<file path="src/sv/kbt_pkg.sv">
// Shared types, codes and helpers for the keyboard event tracker.
`default_nettype none
package kbt_pkg;

    localparam logic [3:0] FN_EVENT  = 4'd0;
    localparam logic [3:0] FN_POP    = 4'd1;
    localparam logic [3:0] FN_DOWNS  = 4'd2;
    localparam logic [3:0] FN_UPS    = 4'd3;
    localparam logic [3:0] FN_FRAC   = 4'd4;
    localparam logic [3:0] FN_FLUSH  = 4'd5;
    localparam logic [3:0] FN_LVLCLR = 4'd6;
    localparam logic [3:0] FN_LVLRD  = 4'd7;
    localparam logic [3:0] FN_FILTER = 4'd8;

    localparam logic CFG_FILTER_COUNT = 1'b0;
    localparam logic CFG_DEBUG_SCAN   = 1'b1;

    localparam logic [16:0] Q_ONE = 17'h10000;

    typedef struct packed {
        logic        down;
        logic [31:0] went;
        logic [31:0] held;
        logic [31:0] checked;
        logic [15:0] dcnt;
        logic [15:0] ucnt;
    } t_key_row;

    function automatic logic [15:0] sat_inc(input logic [15:0] v);
        sat_inc = (v == 16'hFFFF) ? v : v + 16'd1;
    endfunction

endpackage
`default_nettype wire

</file>
<file path="src/sv/kbt_divider.sv">
// Radix-2 restoring divider: 16 fraction bits of num/den, num below den.
`default_nettype none
module kbt_divider
    import kbt_pkg::*;
(
    input  wire logic        i_clk,
    input  wire logic        i_rst_n,
    input  wire logic        i_start,
    input  wire logic [31:0] i_num,
    input  wire logic [31:0] i_den,
    output logic             o_done,
    output logic [15:0]      o_quot
);
    logic        r_busy;
    logic        r_done;
    logic [3:0]  r_cnt;
    logic [32:0] r_rem;
    logic [31:0] r_den;
    logic [15:0] r_quot;
    logic [32:0] rem2;
    logic        fits;

    assign rem2 = {r_rem[31:0], 1'b0};
    assign fits = rem2 >= {1'b0, r_den};

    always_ff @(posedge i_clk) begin
        if (!i_rst_n) begin
            r_busy <= 1'b0;
            r_done <= 1'b0;
            r_cnt  <= '0;
        end else begin
            r_done <= 1'b0;
            if (i_start) begin
                r_busy <= 1'b1;
                r_cnt  <= '0;
                r_rem  <= {1'b0, i_num};
                r_den  <= i_den;
                r_quot <= '0;
            end else if (r_busy) begin
                r_rem  <= fits ? rem2 - {1'b0, r_den} : rem2;
                r_quot <= {r_quot[14:0], fits};
                r_cnt  <= r_cnt + 4'd1;
                if (r_cnt == 4'd15) begin
                    r_busy <= 1'b0;
                    r_done <= 1'b1;
                end
            end
        end
    end

    assign o_done = r_done;
    assign o_quot = r_quot;
endmodule
`default_nettype wire
</file>
<file path="config.mk">
export PLATFORM = sky130hd
export DESIGN_NAME = kbt_divider
export DESIGN_NICKNAME = d
export VERILOG_FILES = /design/src/sv/kbt_pkg.sv /design/src/sv/kbt_divider.sv
export SDC_FILE = /design/constraint.sdc
export NUM_CORES = 1
export LEC_CHECK = 0
export BUFFER_PORTS_ARGS = -buffer_cell sky130_fd_sc_hd__buf_2
export CORE_MARGIN = 2
export CORE_UTILIZATION = 50
export CTS_BUF_LIST = sky130_fd_sc_hd__clkbuf_4 sky130_fd_sc_hd__clkbuf_8 sky130_fd_sc_hd__clkbuf_16
export CTS_CLUSTER_SIZE = 16
export DETAILED_ROUTE_END_ITERATION = 8
export GPL_TIMING_DRIVEN = 1
export HOLD_SLACK_MARGIN = 0.08
export PLACE_DENSITY = 0.77
export REMOVE_ABC_BUFFERS = 1
export SYNTH_ARGS = -nofsm -noshare
export SYNTH_HDL_FRONTEND = slang
export SYNTH_SLANG_ARGS = --single-unit
</file>
<file path="constraint.sdc">
create_clock -name i_clk -period 3.2 [get_ports i_clk]
set_input_delay 0.48 -clock i_clk [delete_from_list [all_inputs] [get_ports i_clk]]
set_output_delay 0.48 -clock i_clk [all_outputs]
set_load 0.01 [all_outputs]
</file>
Word-level counts from Yosys, hierarchy flattened
Index checks and enable logic that the tools add are counted.
{ "word_totals": {"register_bits": 86, "input_bits": 67, "wordCells": 25} }
{ "op_classes": {"eq_ne": 1, "muxes": 8, "bitwise_logic": 2, "n_reduce_logical": 5, "order_cmp": 1, "addsub": 2} }
{ "op_table": {"columns": ["op", "n"], "rows": [
  ["$mux W32", 3],
  ["$ge A33 B32 Y1", 1],
  ["$sub A32 B32 Y32", 1],
  ["$mux W16", 1],
  ["$add A4 B1 Y4 const B", 1],
  ["$eq A4 B4 Y1 const B", 1],
  ["$mux W1", 4],
  ["$reduce_and A2 Y1", 2],
  ["$reduce_or A3 Y1", 1],
  ["$not A1 Y1", 2],
  ["$reduce_bool A2 Y1", 1],
  ["$reduce_or A2 Y1", 1]
]} }

Longest topological paths before layout
{ "depth": {"depth_word": 4, "depth_mapped": 12, "depth_no_buf": 10} }

Worst setup path before layout
No wires, ideal clock.
{ "synth_path": {"path_type": "flip-flop to flip-flop", "start": "register r_rem[19]", "end": "register r_rem[31] (data pin)", "t_arrival_ns": 2.407, "synth_period_minus_slack_ns": 2.677, "required_ns": 2.930, "path_stages_with_launch": 12, "path_slack_ns": 0.523, "n_path_buf": 2, "cell_sequence": "edfxtp_1 > ha_1 > a21o_1 > o21bai_1 > a221o_1 > a211oi_2 > nand3_2 > and2_4 > buf_6 > buf_2 > o2111ai_1 > o311ai_1"} }
{ "synth_via": {"elab_chain_cells": 4, "elab_cells_between_ends": 5, "classes_between": "add/sub (1); order compare (1); mux (3)"} }
{ "synth_rtl": {"columns": ["item", "line_no", "text"], "rows": [
  ["start, declared", "kbt_divider.sv:17", "logic [32:0] r_rem;"],
  ["start signal, assigned", "kbt_divider.sv:36", "r_rem <= {1'b0, i_num};"],
  ["start signal, assigned", "kbt_divider.sv:40", "r_rem <= fits ? rem2 - {1'b0, r_den} : rem2;"],
  ["$sub A32 B32 Y32 / $ge A33 B32 Y1 (equally long branches)", "kbt_divider.sv:40, kbt_divider.sv:24", null],
  ["$mux W32 (*)", "kbt_divider.sv:40", null],
  ["$mux W32 (*)", "kbt_divider.sv:39", "end else if (r_busy) begin"],
  ["$mux W32 (*)", "kbt_divider.sv:33", "if (i_start) begin"]
]} }
Mark *: on every way between the ends. The rest lies on a longest branch, timed or not. The select of a mux whose other input is x is not followed.
A chain may end at the register's enable or synchronous reset.

Worst setup path after layout
{ "layout_path": {"start": "register r_rem[1]", "end": "register r_rem[16] (data pin)"} }
The elaborated chain is that of the path after synthesis.

==> key figures <==
Cells and area
  – Area delta synth->final: 14.3%
  – Fraction of layout cells with a size suffix above 1: 20.0%
  – # nets final: 715
  – Leading cell type in the layout, fill and taps excluded: buf_2
  – Register area: 0.00252 sq mm
  – Multi-input logic area: 0.00255 sq mm
  – Inserted Diodes: 0
  – Fillers: 898
  – Commonest cells after routing, fill and taps aside: 83 x buf_2, 80 x edfxtp_1, 53 x nand2_1

Yosys
  – Adder-cell share of the synthesized area: 8.14%
  – Cells after synthesis: 529
  – Yosys cell types: 63
  – Seq cells post-synth: 86
  – Mux cell area share after synthesis: 0.588%
  – Post-synthesis compound-gate area fraction: 19.2%
  – Post-synth EDFFs: 80
  – Synth top area cells: edfxtp_1 45%, ha_1 7.8%, nand2_1 3.7%, a21oi_1 3.2%, inv_1 3.0%
  – Largest family of logic cells by synthesized area: compound AO/OA/AOI/OAI gates
  – Mapped Avg Cell Area: 10.1 sq um
  – Synth warnings: 0
  – Yosys top cell area share: 45.2%
  – Seq/Total Area, Yosys: 47.4%
  – Netlist Area Pre-Place: 0.00532 sq mm
  – Synth Area in Simple Gates: 16.8%
  – Xor and xnor fraction of the mapped netlist area: 2.96%
  – Dominant cell type by area after synthesis: edfxtp_1
  – Synth Flop Type: edfxtp_1
  – Ys async rst share: 0%

Setup path
  – CP Capture Point: r_rem[16]$_DFFE_PP_
  – FF-to-FF Start: r_rem[1]$_DFFE_PP_
  – Data arrival, critical path: 3.19 ns
  – Reg2Reg Depth: 9
  – Worst R2R End: r_rem[16]$_DFFE_PP_
  – CP startpoint: r_rem[1]$_DFFE_PP_
  – CP Launch Type: flop
  – Max FO, Critical Path: 5
  – CP required: 3.32 ns
  – Reg-to-reg slack, setup: 0.13 ns
  – CP endpoint kind: flop
  – CP Class: flop to flop

Route
  – ANT nets after route: 0
  – Remaining DRCs: 0
  – Vias: 4,336
  – Via-per-instance ratio: 5.74
  – Routed WL: 12.2 mm
  – Initial DRC Count: 244
  – Routed length per instance: 16.1 microns
  – Detailed Routing Iterations Pass 1: 4

GRT
  – Vias in the first global route: 4,261
  – Largest net degree at the start of global routing: 34
  – GRT Total Usage: 21.9%
  – Total gr overflow: 0
  – First-pass GRT wire length: 19.9 mm
  – Initial antenna violation count: 0

STA
  – Hold WS: 0.283 ns
  – Final setup violation count: 0
  – RSZ-0062 raised after global routing: no
  – Slew HR: 60.5%
  – Minimum clock period after layout: 3.07 ns
  – Final period utilization: 95.9%
  – Final-report max-slew violation count: 0
  – Setup TNS: 0 ns
  – Fmax: 0.326 GHz
  – Final hold viol count: 0
  – Clock skew: 0.00654 ns
  – Slew @ Worst Pin: 0.586 ns
  – Final worst slack: 0.132 ns

Power
  – Total power divided by cell area: 495 mW/mm^2
  – Leakage Power: 2.61 nW
  – Worst vdd ir: 0.000228 V
  – Power Total: 0.00301 W

Clock tree
  – Total CTS buffers: 9
  – Clock Sinks: 86
  – # Post-CTS Setup Buffers: 0
  – CTS tree: yes
  – CTS root buf: clkbuf_8
  – Clk buf depth: 2
  – Clk_lat worst skew: 0.36 ns
  – Clock Pin Slew Worst Setup and Hold Paths: 0.08 ns
  – CTS HTree Levels: 3

Min path
  – Worst min path class: input pin to flop

Die
  – Site Rows: 37
  – DIE AREA: 0.0115 sq mm
  – Die Ht: 107 microns
  – Core area: 0.0103 sq mm
  – Initial Util: 51.5%
  – Die width: 107 microns
  – I/O pin count: 84

Placement
  – Placer congestion estimate: 0.900
  – Detailed Place HPWL: 8.80 mm
  – Pre-CTS WS: 0.213 ns
  – Number of port buffers: 83

Job
  – Max-cap violations: 0

Outcome
  – Status: finished, final reports clean
-- layer usage --
metal	up-vias	routed length [microns]	track usage (%)
met4	0	172	6.31
met2	161	5680	35.9
met1	2025	5430	29.5
li1	2129	-	-
met3	21	884	4.56
met5	-	0	0
-- where the power goes --
| group | switching (W) | total, W | leakage, nW | internal (W) |
|---|---|---|---|---|
| logic | 0.000551 | 0.000937 | 1.71 | 0.000386 |
| clock network | 0.000389 | 0.000682 | 0.0874 | 0.000293 |
| registers | 0.0000425 | 0.00139 | 0.809 | 0.00134 |
| total | 0.000982 | 0.00301 | 2.61 | 0.00202 |
-- sequential cells by signal, indices dropped and copies added, names as in the netlist --
register,count
r_rem,32
r_busy,1
r_den,32
o_quot,16
r_cnt,4
o_done,1
-- worst min-delay path by stage --
stage                     slack, ns  depth (start not counted)             startpoint                     to
after floorplan                0.45                          2  r_cnt[3]$_SDFFE_PP0P_      o_done$_SDFF_PP0_
after global placement         0.47                          2  r_cnt[3]$_SDFFE_PP0P_      o_done$_SDFF_PP0_
after detailed placement       0.50                          2  r_cnt[3]$_SDFFE_PP0P_  r_cnt[3]$_SDFFE_PP0P_
final                          0.28                          1              i_den[18]    r_den[18]$_DFFE_PP_
after global routing           0.27                          1              i_den[18]    r_den[18]$_DFFE_PP_
after CTS                      0.27                          1              i_den[19]    r_den[19]$_DFFE_PP_
-- cell type report --
| class | instances | area share [%] |
|---|---|---|
| timing repair buffer | 94 | 8.40 |
| sequential | 86 | 41.5 |
| multi-input combinational | 381 | 42.0 |
| clock buffer | 11 | 2.28 |
| clock inverter | 5 | 0.432 |
| inverter | 42 | 2.59 |
| tap | 136 | 2.80 |
-- stage by stage --
step / util [%] / instance area, sq um / cells
2_1_floorplan: - / 5220 / 509
3_3_place_gp: 57.2 / 5900 / 739
3_5_place_dp: 57.2 / 5900 / 739
4_1_cts: 58.8 / 6070 / 755
5_1_grt: 58.9 / 6080 / 755
6_report: 58.9 / 6080 / 755
-- worst max-delay path, cell delays in order, from the launching register on --
cell and delay, ns:
edfxtp_1 0.40, ha_1 0.39, nor2b_1 0.20, o2111ai_1 0.27, nand3_1 0.12, a21boi_1 0.31
o21bai_1 0.17, a2111oi_0 0.51, nor3b_1 0.12, a221o_1 0.33
-- repair_timing --
item / in CTS / in global routing
setup endpoints to repair: 0 / 5
hold buffers: 0 / 0
gates resized for setup: 0 / 5
endpoints found under the hold margin: 0 / 0
-- synthesized netlist by cell type (all sizes together), types with 10 or more instances --
cell type and count:
edfxtp 80, nand2 53, inv 42, nor2 41, a21oi 34, ha 33
nor2b 21, a31oi 19, a21o 16, nand3 16, o21ai 14, clkbuf 11
nor3 11, xor2 10
-- cell families after synthesis --
logic type,Yosys count
AOI/OAI and AO/OA,145
and+or+nand+nor,181
buffers and inverters,62
DFF,86
xor gates and xnor gates,18
adders and majority gates,34
muxes,3
(Power assumes the default switching activity.)
